--- config.mk ---
export PLATFORM = sky130hd
export DESIGN_NAME = versatile_interface_adapter_core
export DESIGN_NICKNAME = d
export VERILOG_FILES = /design/src/design/via_pkg.sv /design/src/design/versatile_interface_adapter_core.sv
export VERILOG_INCLUDE_DIRS = /design/src /design/src/design
export SDC_FILE = /design/constraint.sdc
export NUM_CORES = 1
export LEC_CHECK = 0
export BUFFER_PORTS_ARGS = -buffer_cell sky130_fd_sc_hd__buf_4
export CORE_ASPECT_RATIO = 1.25
export CORE_MARGIN = 2
export CORE_UTILIZATION = 56
export DETAILED_ROUTE_END_ITERATION = 12
export HOLD_SLACK_MARGIN = 0.05
export PLACE_DENSITY_LB_ADDON = 0.3
export SLEW_MARGIN = 15
export SYNTH_ARGS = -nofsm -noshare
export SYNTH_HDL_FRONTEND = slang
export SYNTH_SLANG_ARGS = --single-unit
--- constraint.sdc ---
create_clock -name aclk -period 3.05 [get_ports aclk]
set_input_delay 0.1525 -clock aclk [delete_from_list [all_inputs] [get_ports aclk]]
set_output_delay 0.1525 -clock aclk [all_outputs]
set_load 0.1 [all_outputs]
--- src/design/versatile_interface_adapter_core_macros.svh ---
// assertion macros for the interface adapter core
// used by design/versatile_interface_adapter_core.sv, expects aclk and aresetn in scope
`ifndef VERSATILE_INTERFACE_ADAPTER_CORE_MACROS_SVH
`define VERSATILE_INTERFACE_ADAPTER_CORE_MACROS_SVH

// same-cycle implication
`define VIA_ASSERT_SAME(label, ante, cons, msg) \
    label: assert property (@(posedge aclk) disable iff (!aresetn) (ante) |-> (cons)) \
        else $error(msg);

// next-cycle implication
`define VIA_ASSERT_NEXT(label, ante, cons, msg) \
    label: assert property (@(posedge aclk) disable iff (!aresetn) (ante) |=> (cons)) \
        else $error(msg);

`endif

--- src/design/via_pkg.sv ---
// types and constants for the interface adapter core
// no dependencies
`timescale 1ns / 1ps

package via_pkg;

    typedef enum logic [1:0] {
        CMD_READ  = 2'd0,
        CMD_WRITE = 2'd1,
        CMD_TICK  = 2'd2
    } cmd_t;

    typedef logic [3:0] reg_idx_t;

    localparam reg_idx_t REG_ORB  = 4'h0;
    localparam reg_idx_t REG_ORA  = 4'h1;
    localparam reg_idx_t REG_DDRB = 4'h2;
    localparam reg_idx_t REG_DDRA = 4'h3;
    localparam reg_idx_t REG_T1CL = 4'h4;
    localparam reg_idx_t REG_T1CH = 4'h5;
    localparam reg_idx_t REG_T1LL = 4'h6;
    localparam reg_idx_t REG_T1LH = 4'h7;
    localparam reg_idx_t REG_T2CL = 4'h8;
    localparam reg_idx_t REG_T2CH = 4'h9;
    localparam reg_idx_t REG_SR   = 4'ha;
    localparam reg_idx_t REG_ACR  = 4'hb;
    localparam reg_idx_t REG_PCR  = 4'hc;
    localparam reg_idx_t REG_IFR  = 4'hd;
    localparam reg_idx_t REG_IER  = 4'he;
    localparam reg_idx_t REG_ORA2 = 4'hf;

    // interrupt flag bit positions
    localparam int IRQ_T1 = 6;
    localparam int IRQ_T2 = 5;
    localparam int IRQ_SR = 2;

    // shift register modes, acr bits 4:2
    localparam logic [2:0] SR_IN_T2    = 3'b001;
    localparam logic [2:0] SR_IN_SYS   = 3'b010;
    localparam logic [2:0] SR_OUT_FREE = 3'b100;
    localparam logic [2:0] SR_OUT_T2   = 3'b101;
    localparam logic [2:0] SR_OUT_SYS  = 3'b110;

    // control line modes
    localparam logic [1:0] PCR_STROBE_MODE = 2'b10;
    localparam logic [2:0] PCR_PULSE_MODE  = 3'b101;
    localparam logic [2:0] PCR_LOW_MODE    = 3'b110;

    localparam logic [3:0] SR_BITS_DONE = 4'd8;

endpackage

--- src/design/versatile_interface_adapter_core.sv ---
// interface adapter core: ports, two timers, shift register, interrupt logic
// depends on via_pkg and versatile_interface_adapter_core_macros.svh
//
// channel  direction  handshake          payload
// s_       in         s_valid/s_ready    cmd, reg_index, write_data, compare_in
// m_       out        m_valid/m_ready    read_data, irq, pb7, ca2, cb2 levels, ports
//
// one transaction per cycle while s_ready is high; next state and result are formed
// combinationally, registered on acceptance, and appear on the following cycle
// s_ready is high while the result register is empty or being taken
// reset is synchronous and initialises all control and adapter state but read data
`timescale 1ns / 1ps
`include "versatile_interface_adapter_core_macros.svh"

module versatile_interface_adapter_core #(
    parameter int TIMER_BITS = 16
) (
    input  logic                aclk,
    input  logic                aresetn,
    input  logic                s_valid,
    output logic                s_ready,
    input  logic [1:0]          s_cmd,
    input  via_pkg::reg_idx_t   s_reg_index,
    input  logic [7:0]          s_write_data,
    input  logic                s_compare_in,
    output logic                m_valid,
    input  logic                m_ready,
    output logic [7:0]          m_read_data,
    output logic                m_irq,
    output logic                m_timer1_pb7,
    output logic                m_ca2_out,
    output logic                m_cb2_handshake_out,
    output logic                m_cb2_shift_out,
    output logic [7:0]          m_port_a_out,
    output logic [7:0]          m_port_b_out
);
    import via_pkg::*;

    logic                  m_valid_reg;
    logic [7:0]            read_data_reg, read_data_next;
    logic [7:0]            out_a_reg, out_a_next, out_b_reg, out_b_next;
    logic [7:0]            dir_a_reg, dir_a_next, dir_b_reg, dir_b_next;
    logic [TIMER_BITS-1:0] t1_count_reg, t1_count_next, t2_count_reg, t2_count_next;
    logic [7:0]            t1_latch_low_reg, t1_latch_low_next;
    logic [7:0]            t1_latch_high_reg, t1_latch_high_next;
    logic [7:0]            t2_latch_low_reg, t2_latch_low_next;
    logic                  t1_running_reg, t1_running_next, t1_armed_reg, t1_armed_next;
    logic                  pb7_reg, pb7_next;
    logic                  t2_running_reg, t2_running_next, t2_armed_reg, t2_armed_next;
    logic [7:0]            shift_data_reg, shift_data_next;
    logic [3:0]            shift_count_reg, shift_count_next;
    logic [7:0]            shift_div_reg, shift_div_next;
    logic                  shift_phase_reg, shift_phase_next;
    logic [7:0]            acr_reg, acr_next, pcr_reg, pcr_next;
    logic [6:0]            irq_flags_reg, irq_flags_next;
    logic [6:0]            irq_en_reg, irq_en_next;
    logic                  ca2_reg, ca2_next, cb2_hand_reg, cb2_hand_next;
    logic                  cb2_shift_reg, cb2_shift_next;

    logic                  accept;
    logic                  irq_now;
    logic [31:0]           t1_ext, t2_ext, t1_load32, t2_load32;
    logic [TIMER_BITS-1:0] t1_dec, t2_dec;
    logic [7:0]            div_dec;
    logic                  t2shift;

    assign accept  = s_valid && s_ready;
    assign s_ready = !m_valid_reg || m_ready;
    assign irq_now = |(irq_flags_reg & irq_en_reg);

    assign t1_ext    = 32'(t1_count_reg);
    assign t2_ext    = 32'(t2_count_reg);
    assign t1_load32 = {16'h0000, t1_latch_high_reg, t1_latch_low_reg};
    assign t2_load32 = {16'h0000, s_write_data, t2_latch_low_reg};
    assign t1_dec    = t1_count_reg - TIMER_BITS'(1);
    assign t2_dec    = t2_count_reg - TIMER_BITS'(1);
    assign div_dec   = shift_div_reg - 8'd1;

    always_comb begin
        read_data_next     = '0;
        out_a_next         = out_a_reg;
        out_b_next         = out_b_reg;
        dir_a_next         = dir_a_reg;
        dir_b_next         = dir_b_reg;
        t1_count_next      = t1_count_reg;
        t2_count_next      = t2_count_reg;
        t1_latch_low_next  = t1_latch_low_reg;
        t1_latch_high_next = t1_latch_high_reg;
        t2_latch_low_next  = t2_latch_low_reg;
        t1_running_next    = t1_running_reg;
        t1_armed_next      = t1_armed_reg;
        pb7_next           = pb7_reg;
        t2_running_next    = t2_running_reg;
        t2_armed_next      = t2_armed_reg;
        shift_data_next    = shift_data_reg;
        shift_count_next   = shift_count_reg;
        shift_div_next     = shift_div_reg;
        shift_phase_next   = shift_phase_reg;
        acr_next           = acr_reg;
        pcr_next           = pcr_reg;
        irq_flags_next     = irq_flags_reg;
        irq_en_next        = irq_en_reg;
        ca2_next           = ca2_reg;
        cb2_hand_next      = cb2_hand_reg;
        cb2_shift_next     = cb2_shift_reg;
        t2shift            = 1'b0;

        case (s_cmd)
            CMD_READ: begin
                case (s_reg_index)
                    REG_ORB: begin
                        if (acr_reg[7]) begin
                            read_data_next = {pb7_reg, out_b_reg[6], s_compare_in,
                                              out_b_reg[4:0]};
                        end else begin
                            read_data_next = {out_b_reg[7:6], s_compare_in,
                                              out_b_reg[4:0]};
                        end
                    end
                    REG_ORA: begin
                        if (pcr_reg[3:2] == PCR_STROBE_MODE) begin
                            ca2_next = 1'b0;
                        end
                        read_data_next = out_a_reg;
                    end
                    REG_ORA2: read_data_next = out_a_reg;
                    REG_DDRB: read_data_next = dir_b_reg;
                    REG_DDRA: read_data_next = dir_a_reg;
                    REG_T1CL: begin
                        read_data_next         = t1_ext[7:0];
                        irq_flags_next[IRQ_T1] = 1'b0;
                        t1_running_next        = 1'b0;
                        t1_armed_next          = 1'b0;
                        pb7_next               = 1'b1;
                    end
                    REG_T1CH: read_data_next = t1_ext[15:8];
                    REG_T1LL: read_data_next = t1_latch_low_reg;
                    REG_T1LH: read_data_next = t1_latch_high_reg;
                    REG_T2CL: begin
                        read_data_next         = t2_ext[7:0];
                        irq_flags_next[IRQ_T2] = 1'b0;
                        t2_running_next        = 1'b0;
                        t2_armed_next          = 1'b0;
                    end
                    REG_T2CH: read_data_next = t2_ext[15:8];
                    REG_SR: begin
                        read_data_next         = shift_data_reg;
                        irq_flags_next[IRQ_SR] = 1'b0;
                        shift_count_next       = '0;
                        shift_phase_next       = 1'b1;
                    end
                    REG_ACR: read_data_next = acr_reg;
                    REG_PCR: read_data_next = pcr_reg;
                    REG_IFR: read_data_next = {irq_now, irq_flags_reg};
                    REG_IER: read_data_next = {1'b1, irq_en_reg};
                    default: read_data_next = '0;
                endcase
            end
            CMD_WRITE: begin
                case (s_reg_index)
                    REG_ORB: begin
                        out_b_next = s_write_data;
                        if (pcr_reg[7:6] == PCR_STROBE_MODE) begin
                            cb2_hand_next = 1'b0;
                        end
                    end
                    REG_ORA: begin
                        if (pcr_reg[3:2] == PCR_STROBE_MODE) begin
                            ca2_next = 1'b0;
                        end
                        out_a_next = s_write_data;
                    end
                    REG_ORA2: out_a_next = s_write_data;
                    REG_DDRB: dir_b_next = s_write_data;
                    REG_DDRA: dir_a_next = s_write_data;
                    REG_T1CL: t1_latch_low_next = s_write_data;
                    REG_T1CH: begin
                        t1_latch_high_next     = s_write_data;
                        t1_count_next          = TIMER_BITS'({16'h0000, s_write_data,
                                                              t1_latch_low_reg});
                        irq_flags_next[IRQ_T1] = 1'b0;
                        t1_running_next        = 1'b1;
                        t1_armed_next          = 1'b1;
                        pb7_next               = 1'b0;
                    end
                    REG_T1LL: t1_latch_low_next = s_write_data;
                    REG_T1LH: t1_latch_high_next = s_write_data;
                    REG_T2CL: t2_latch_low_next = s_write_data;
                    REG_T2CH: begin
                        t2_count_next          = t2_load32[TIMER_BITS-1:0];
                        irq_flags_next[IRQ_T2] = 1'b0;
                        t2_running_next        = 1'b1;
                        t2_armed_next          = 1'b1;
                    end
                    REG_SR: begin
                        shift_data_next        = s_write_data;
                        irq_flags_next[IRQ_SR] = 1'b0;
                        shift_count_next       = '0;
                        shift_phase_next       = 1'b1;
                    end
                    REG_ACR: acr_next = s_write_data;
                    REG_PCR: begin
                        pcr_next      = s_write_data;
                        ca2_next      = (s_write_data[3:1] != PCR_LOW_MODE);
                        cb2_hand_next = (s_write_data[7:5] != PCR_LOW_MODE);
                    end
                    REG_IFR: irq_flags_next = irq_flags_reg & ~s_write_data[6:0];
                    REG_IER: begin
                        if (s_write_data[7]) begin
                            irq_en_next = irq_en_reg | s_write_data[6:0];
                        end else begin
                            irq_en_next = irq_en_reg & ~s_write_data[6:0];
                        end
                    end
                    default: out_a_next = out_a_reg;
                endcase
            end
            CMD_TICK: begin
                // timer 1
                if (t1_running_reg) begin
                    t1_count_next = t1_dec;
                    if (t1_dec == '1) begin
                        if (acr_reg[6]) begin
                            irq_flags_next[IRQ_T1] = 1'b1;
                            pb7_next               = !pb7_reg;
                            t1_count_next          = t1_load32[TIMER_BITS-1:0];
                        end else if (t1_armed_reg) begin
                            irq_flags_next[IRQ_T1] = 1'b1;
                            pb7_next               = 1'b1;
                            t1_armed_next          = 1'b0;
                        end
                    end
                end
                // timer 2
                if (t2_running_reg && !acr_reg[5]) begin
                    t2_count_next = t2_dec;
                    if (t2_dec == '1 && t2_armed_reg) begin
                        irq_flags_next[IRQ_T2] = 1'b1;
                        t2_armed_next          = 1'b0;
                    end
                end
                // shift clock divider
                if (shift_div_reg == 8'd0) begin
                    shift_div_next   = t2_latch_low_reg;
                    t2shift          = shift_phase_reg;
                    shift_phase_next = !shift_phase_reg;
                end else begin
                    shift_div_next = div_dec;
                end
                // shift register
                if (!shift_count_reg[3]) begin
                    case (acr_reg[4:2])
                        SR_IN_T2: begin
                            if (t2shift) begin
                                shift_data_next  = {shift_data_reg[6:0], 1'b0};
                                shift_count_next = shift_count_reg + 4'd1;
                            end
                        end
                        SR_IN_SYS: begin
                            shift_data_next  = {shift_data_reg[6:0], 1'b0};
                            shift_count_next = shift_count_reg + 4'd1;
                        end
                        SR_OUT_FREE: begin
                            if (t2shift) begin
                                cb2_shift_next  = shift_data_reg[7];
                                shift_data_next = {shift_data_reg[6:0], shift_data_reg[7]};
                            end
                        end
                        SR_OUT_T2: begin
                            if (t2shift) begin
                                cb2_shift_next   = shift_data_reg[7];
                                shift_data_next  = {shift_data_reg[6:0], shift_data_reg[7]};
                                shift_count_next = shift_count_reg + 4'd1;
                            end
                        end
                        SR_OUT_SYS: begin
                            cb2_shift_next   = shift_data_reg[7];
                            shift_data_next  = {shift_data_reg[6:0], shift_data_reg[7]};
                            shift_count_next = shift_count_reg + 4'd1;
                        end
                        default: shift_count_next = shift_count_reg;
                    endcase
                    if (shift_count_next == SR_BITS_DONE) begin
                        irq_flags_next[IRQ_SR] = 1'b1;
                    end
                end
                // pulse mode restore
                if (pcr_reg[3:1] == PCR_PULSE_MODE) begin
                    ca2_next = 1'b1;
                end
                if (pcr_reg[7:5] == PCR_PULSE_MODE) begin
                    cb2_hand_next = 1'b1;
                end
            end
            default: read_data_next = '0;
        endcase
    end

    always_ff @(posedge aclk) begin
        if (!aresetn) begin
            m_valid_reg       <= 1'b0;
            out_a_reg         <= '0;
            out_b_reg         <= '0;
            dir_a_reg         <= '0;
            dir_b_reg         <= '0;
            t1_count_reg      <= '0;
            t2_count_reg      <= '0;
            t1_latch_low_reg  <= '0;
            t1_latch_high_reg <= '0;
            t2_latch_low_reg  <= '0;
            t1_running_reg    <= 1'b0;
            t1_armed_reg      <= 1'b0;
            pb7_reg           <= 1'b1;
            t2_running_reg    <= 1'b0;
            t2_armed_reg      <= 1'b0;
            shift_data_reg    <= '0;
            shift_count_reg   <= SR_BITS_DONE;
            shift_div_reg     <= '0;
            shift_phase_reg   <= 1'b0;
            acr_reg           <= '0;
            pcr_reg           <= '0;
            irq_flags_reg     <= '0;
            irq_en_reg        <= '0;
            ca2_reg           <= 1'b1;
            cb2_hand_reg      <= 1'b1;
            cb2_shift_reg     <= 1'b0;
        end else begin
            if (accept) begin
                m_valid_reg       <= 1'b1;
                out_a_reg         <= out_a_next;
                out_b_reg         <= out_b_next;
                dir_a_reg         <= dir_a_next;
                dir_b_reg         <= dir_b_next;
                t1_count_reg      <= t1_count_next;
                t2_count_reg      <= t2_count_next;
                t1_latch_low_reg  <= t1_latch_low_next;
                t1_latch_high_reg <= t1_latch_high_next;
                t2_latch_low_reg  <= t2_latch_low_next;
                t1_running_reg    <= t1_running_next;
                t1_armed_reg      <= t1_armed_next;
                pb7_reg           <= pb7_next;
                t2_running_reg    <= t2_running_next;
                t2_armed_reg      <= t2_armed_next;
                shift_data_reg    <= shift_data_next;
                shift_count_reg   <= shift_count_next;
                shift_div_reg     <= shift_div_next;
                shift_phase_reg   <= shift_phase_next;
                acr_reg           <= acr_next;
                pcr_reg           <= pcr_next;
                irq_flags_reg     <= irq_flags_next;
                irq_en_reg        <= irq_en_next;
                ca2_reg           <= ca2_next;
                cb2_hand_reg      <= cb2_hand_next;
                cb2_shift_reg     <= cb2_shift_next;
            end else if (m_ready) begin
                m_valid_reg <= 1'b0;
            end
        end
    end

    always_ff @(posedge aclk) begin
        if (accept) begin
            read_data_reg <= read_data_next;
        end
    end

    assign m_valid             = m_valid_reg;
    assign m_read_data         = read_data_reg;
    assign m_irq               = irq_now;
    assign m_timer1_pb7        = pb7_reg;
    assign m_ca2_out           = ca2_reg;
    assign m_cb2_handshake_out = cb2_hand_reg;
    assign m_cb2_shift_out     = cb2_shift_reg;
    assign m_port_a_out        = out_a_reg;
    assign m_port_b_out        = out_b_reg;

    `VIA_ASSERT_SAME(a_shift_count_range, 1'b1, shift_count_reg <= SR_BITS_DONE,
        "shift bit count above eight")
    `VIA_ASSERT_NEXT(a_accept_gives_result, accept, m_valid_reg,
        "accepted transaction produced no result")
    `VIA_ASSERT_NEXT(a_non_read_zero, accept && s_cmd != CMD_READ, m_read_data == 8'h00,
        "read data not zero for a non-read transaction")
    `VIA_ASSERT_NEXT(a_t1_low_read_stops,
        accept && s_cmd == CMD_READ && s_reg_index == REG_T1CL,
        !t1_running_reg && m_timer1_pb7 && !irq_flags_reg[IRQ_T1],
        "timer 1 low read did not stop timer 1")
    `VIA_ASSERT_NEXT(a_t1_high_write_starts,
        accept && s_cmd == CMD_WRITE && s_reg_index == REG_T1CH,
        t1_running_reg && t1_armed_reg && !m_timer1_pb7,
        "timer 1 high write did not start timer 1")

endmodule

* After elaboration in Yosys (flattened, before gate mapping)
Index checks and enable logic that the tools add are counted.
** Operators by class
- Reduce and logical (&&, ||, !) cells :: 54
- Equality and inequality tests :: 60
- $add $sub $neg :: 4
- Muxes and demuxes :: 76
- Bitwise operators :: 6
** Operators with widths (count)
- $pmux W8 S15 :: 1
- $mux W16 :: 6
- $pmux W16 S2 :: 2
- $mux W8 :: 6
- $eq A4 B4 Y1 const B :: 9
- $reduce_and A3 Y1 :: 12
- $mux W1 :: 35
- $eq A16 B16 Y1 const B :: 2
- $pmux W8 S4 :: 1
- $sub A16 B1 Y16 const B :: 2
- $reduce_and A7 Y1 :: 4
- $reduce_and A4 Y1 :: 6
- $and A7 B7 Y7 :: 3
- $mux W4 :: 5
- $ne A2 B2 Y1 const B :: 10
- $pmux W1 S2 :: 10
- $ne A2 B1 Y1 const B :: 9
- $reduce_and A6 Y1 :: 3
- $eq A4 B3 Y1 const B :: 4
- $pmux W4 S2 :: 2
- $pmux W8 S2 :: 1
- $eq A3 B3 Y1 const B :: 5
- $ne A3 B1 Y1 const B :: 5
- $ne A3 B3 Y1 const B :: 5
- 28 further kinds :: 52
** Storage, ports and cells
- Input bits :: 19
- Register bits :: 156
- Word-level logic and storage cells :: 231

* Depth between registers and ports, before layout
- Depth after elaboration :: 11
- Mapped depth :: 11
- Gate-level depth less buffers :: 9

* Worst setup path after synthesis
OpenSTA, ideal clock, no wires.
- Kind :: register -> register
- Start :: register m_valid_reg, in the netlist m_valid
- End :: register dir_a_reg[0]
- Path slack :: -610 ps
- Setup time :: 128 ps
- Arrival time :: 3532 ps
- Path buffers :: 0
- Cell stages (with the launch flop) :: 9
- Cells stage by stage :: dfxtp_1 nor2b_1 inv_1 nand2_1 inv_1 nand2_1 nor4_2 mux2i_1 nor2_1
** Between the ends
- Longest elaborated chain between the ends :: 4
** Ends and longest elaborated chain
- start, declared :: RTL line versatile_interface_adapter_core.sv:39 : logic m_valid_reg;
- start signal, assigned :: RTL line versatile_interface_adapter_core.sv:301 : m_valid_reg <= 1'b0;
- start signal, assigned :: RTL line versatile_interface_adapter_core.sv:329 : m_valid_reg <= 1'b1;
- start signal, assigned :: RTL line versatile_interface_adapter_core.sv:356 : m_valid_reg <= 1'b0;
- $logic_not A1 Y1 :: RTL line versatile_interface_adapter_core.sv:68 : assign s_ready = !m_valid_reg || m_ready;
- $logic_or A1 B1 Y1 :: RTL line versatile_interface_adapter_core.sv:68
- named net s_ready :: RTL line versatile_interface_adapter_core.sv:21 : output logic s_ready,
- $logic_and A1 B1 Y1 :: RTL line versatile_interface_adapter_core.sv:67 : assign accept = s_valid && s_ready;
- named net accept :: RTL line versatile_interface_adapter_core.sv:60 : logic accept;
- $reduce_and A3 Y1 (no line)
- end signal, assigned :: RTL line versatile_interface_adapter_core.sv:332 : dir_a_reg <= dir_a_next;
- end, declared :: RTL line versatile_interface_adapter_core.sv:42 : logic [7:0] dir_a_reg, dir_a_next, dir_b_reg, dir_b_next;
The timed path passes the listed nets, and every way through them passes these cells.
A chain may end at the register's enable or synchronous reset.

* Worst setup path after layout
- Start :: register t1_count_reg[2]
- End :: register t1_count_reg[2]
** Between the ends
- Longest elaborated chain between the ends :: 5
- Elaborated cells between the ends (all ways) :: 6
** Ends and longest elaborated chain
- start, declared :: RTL line versatile_interface_adapter_core.sv:43 : logic [TIMER_BITS-1:0] t1_count_reg, t1_count_next, t2_count_reg, t2_count_next;
- start signal, assigned :: RTL line versatile_interface_adapter_core.sv:334 : t1_count_reg <= t1_count_next;
- $sub A16 B1 Y16 * :: RTL line versatile_interface_adapter_core.sv:75 : assign t1_dec = t1_count_reg - TIMER_BITS'(1);
- $eq A16 B16 Y1 or $mux W16 (tied branches) :: RTL line versatile_interface_adapter_core.sv:222, versatile_interface_adapter_core.sv:223
- $mux W16 * :: RTL line versatile_interface_adapter_core.sv:222 : if (t1_dec == '1) begin
- $mux W16 * :: RTL line versatile_interface_adapter_core.sv:220 : if (t1_running_reg) begin
- $pmux W16 S2 * :: RTL line versatile_interface_adapter_core.sv:108 : case (s_cmd)
Every way passes the cells marked *; elsewhere a longest branch is shown, timed or not. The select of a mux whose other input is x is not followed.

==> run summary <==
Slew @ Worst Pin - 0.744 ns
Post-synth top area share - 0.327
Normalized max-slew margin - 0.502
Crit path launch type - flop
Critical R2R Capture - t1_count_reg[2]
Max Clock Freq - 348 MHz
Fin cells - 1425
Peak supply drop - 0.349 mV
Via/cell ratio - 6.60
Total gr overflow - 0
Area Growth Syn to Fin - 14.4%
Layout net count - 1226
Core ar. - 16000 um^2
First-pass GRT wire length - 48800 um
Cells after Synth - 1169
Reg-to-Reg Start - t1_count_reg[2]
Fin crit period - 2.88 ns
Total Routing Usage GR - 0.361
Placed insts - 1391
WHS Endpoint - m_port_b_out[5]
Post-CTS Setup Bufs - 0
Worst skew pair latency - 0.43 ns
Post-detailed-route count of antenna-violating nets - 0
Critical Path RT - 3.37 ns
Vias in the first global route - 8738
CTS H-tree lvls - 4
Via count - 9399
CP Capture Type - flop
HP Class - input port to flop
Asr flop ratio synth - 0
Setup Skew - 0.00762 ns
Synth area leaders - dfxtp_1, mux2i_1, nand2_1
RSZ-0062 raised after global routing - no
Endpoints failing hold - 0
RePlAce Congestion - 0.992
Die height - 146 um
Clock Tree Buf Depth - 2
Post-synthesis cell type count - 69
Worst Setup SP - t1_count_reg[2]
Status - completed
Antenna cells - 0
Row Count - 52
Max Cap Violations - 0
Clk slew on worst S/H paths - 0.07 ns
Fin crit share - 0.943
Ys flop type - dfxtp_1
Clock Sinks - 156
Largest net degree at the start of global routing - 50
Final setup vio count - 0
TritonRoute pass-1 iters - 8
Total CTS buffers - 17
Leading area contributor after synthesis - dfxtp_1
Slew Limit Fails - 0
Post-layout util - 0.647
Hold slack - 0.0811 ns
HP Start - s_write_data[5]
Lkg Pwr - 3.91 nW
Register area share after synthesis - 0.354
Critical path type - flop to flop
CTS root buffer - clkbuf_16
# DRC - 0
Initial antenna violation count - 0
Syn avg cell area - 7.74 um^2
Hold Crit Depth - 3
Post-synth EDFFs - 8
Die area - 17200 um^2
R2R Setup Slk - 0.17 ns
PwrDens - 489 nW/um^2
Number of synthesized register bits - 156
WL final - 31300 um
Critical path fanouts, max - 8
CTS tree - yes
Setup TNS - 0 ns
Initial Util - 0.566
Io pins - 50
Mapped Area - 9050 um^2
Buffers on Ports - 49
DP HPWL - 22100 um
Iteration-0 DRC Markers - 1280
Reg2Reg Depth - 7
Yosys warnings - 0
Syn nets - 1199
Ratio of cells with drive above 1 in the final layout - 0.138
Crit path DAT - 3.20 ns
Detailed-route wire length per cell - 22.0 um
Die span in x - 118 um
[cells in the mapped netlist, types with 7 or more instances]
| cell type | instances |
|---|---|
| nand4_1 | 15 |
| a22oi_1 | 17 |
| nand3_1 | 52 |
| inv_1 | 26 |
| o21ai_0 | 60 |
| a221oi_1 | 13 |
| xor2_1 | 7 |
| dfxtp_1 | 148 |
| clkbuf_1 | 81 |
| nor3_1 | 30 |
| o22ai_1 | 13 |
| nor2b_1 | 17 |
| edfxtp_1 | 8 |
| and3_1 | 11 |
| buf_1 | 12 |
| o211ai_1 | 17 |
| a32oi_1 | 7 |
| ha_1 | 11 |
| a21o_1 | 12 |
| a21oi_1 | 97 |
| or3_1 | 9 |
| a31oi_1 | 24 |
| nand2_1 | 144 |
| mux2i_1 | 75 |
| nor4_1 | 9 |
| nor2_1 | 130 |
[logic make-up (layout without fill, tap and decap cells)]
family / after synthesis / in the layout / synth area share
XOR/XNOR: 11 / 11 / 0.0106
AND/OR/NAND/NOR: 465 / 465 / 0.247
multiplexers: 81 / 81 / 0.0916
AO/OA/AOI/OAI: 321 / 321 / 0.229
flip-flops: 156 / 156 / 0.354
buffers and inverters: 124 / 164 / 0.0527
adder cells (fa/ha/maj): 11 / 11 / 0.0152
[power by group]
| group | leakage, nW | switching, mW | internal, mW |
|---|---|---|---|
| registers | 1.28 | 0.0590 | 2.10 |
| logic | 2.36 | 0.621 | 0.290 |
| clock network | 0.267 | 0.937 | 1.06 |
| total | 3.91 | 1.62 | 3.45 |
[per-stage QoR]
stage / setup WS [ns] / power [mW] / instance area (um^2)
floorplan: 0.121 / 2.80 / 9080
global placement: 0.191 / 3.07 / 9770
detailed placement: 0.0943 / 3.07 / 9770
CTS: 0.0680 / 5.03 / 10300
global route: 0.00661 / 5.22 / 10400
finish: 0.173 / 5.06 / 10400
[how the worst max path moves through the flow]
stage	slack (ns)	endpoint	cells past startpoint
floorplan	0.12	t1_latch_low_reg[1]	9
global placement	0.19	t1_count_reg[2]	9
detailed placement	0.09	t1_count_reg[2]	7
CTS	0.07	t1_count_reg[2]	7
global route	0.007	t1_count_reg[2]	7
finish	0.17	t1_count_reg[2]	7
[cell type report]
type | instances | area, um^2
repair buffers | 105 | 806
inverters | 27 | 106
fillers | 1430 | 5650
clock buffers | 18 | 429
clock inverters | 14 | 110
flip-flops and latches | 156 | 3210
well taps | 216 | 270
multi-input cells | 889 | 5430
[what timing repair did]
action,4_1_cts,5_1_grt
hold buffers,2,0
gates resized for setup,0,6
setup endpoints to repair,0,11
hold endpoints to repair,1,0
[critical path, stage by stage, from the launching register on]
cell and delay [ns]:
dfxtp_1 0.43, nor4_4 0.40, nand3_2 0.17, nor4_1 0.30
a221oi_1 0.25, or4_1 0.59, a32o_1 0.28, a221o_1 0.35
[per-layer routing]
layer | GRT usage | routed length, um | vias to the layer above
met5 | 0 | 0 | -
met4 | 0.245 | 2210 | 0
met3 | 0.0785 | 3260 | 150
met2 | 0.539 | 13700 | 613
met1 | 0.466 | 12100 | 4324
li1 | - | - | 4312
[placed cells by master, fill, tap and decap left out, types with 5 or more instances in the layout]
| cell type | count |
|---|---|
| nand2_1 | 143 |
| o31ai_1 | 5 |
| o21a_1 | 6 |
| a31oi_1 | 24 |
| a2bb2oi_1 | 5 |
| a21oi_1 | 97 |
| nor4_1 | 8 |
| and2_1 | 6 |
| mux2_2 | 5 |
| o211ai_1 | 17 |
| nor2b_1 | 17 |
| a221oi_1 | 13 |
| o221ai_1 | 6 |
| nand4_1 | 15 |
| a211oi_1 | 5 |
| edfxtp_1 | 8 |
| nor2_1 | 130 |
| ha_1 | 9 |
| nand2b_1 | 5 |
| and3_1 | 11 |
| a32oi_1 | 7 |
| nor3_1 | 29 |
| clkbuf_16 | 17 |
| a22oi_1 | 17 |
| or4_1 | 5 |
| or3_1 | 9 |
| mux2i_1 | 75 |
| inv_1 | 25 |
| a32o_1 | 5 |
| buf_4 | 102 |
| nor3b_1 | 5 |
| a21o_1 | 12 |
| nand3_1 | 52 |
| o22ai_1 | 13 |
| xor2_1 | 7 |
| dfxtp_1 | 147 |
| o21ai_0 | 60 |
Power figures use the tool's default switching activity.
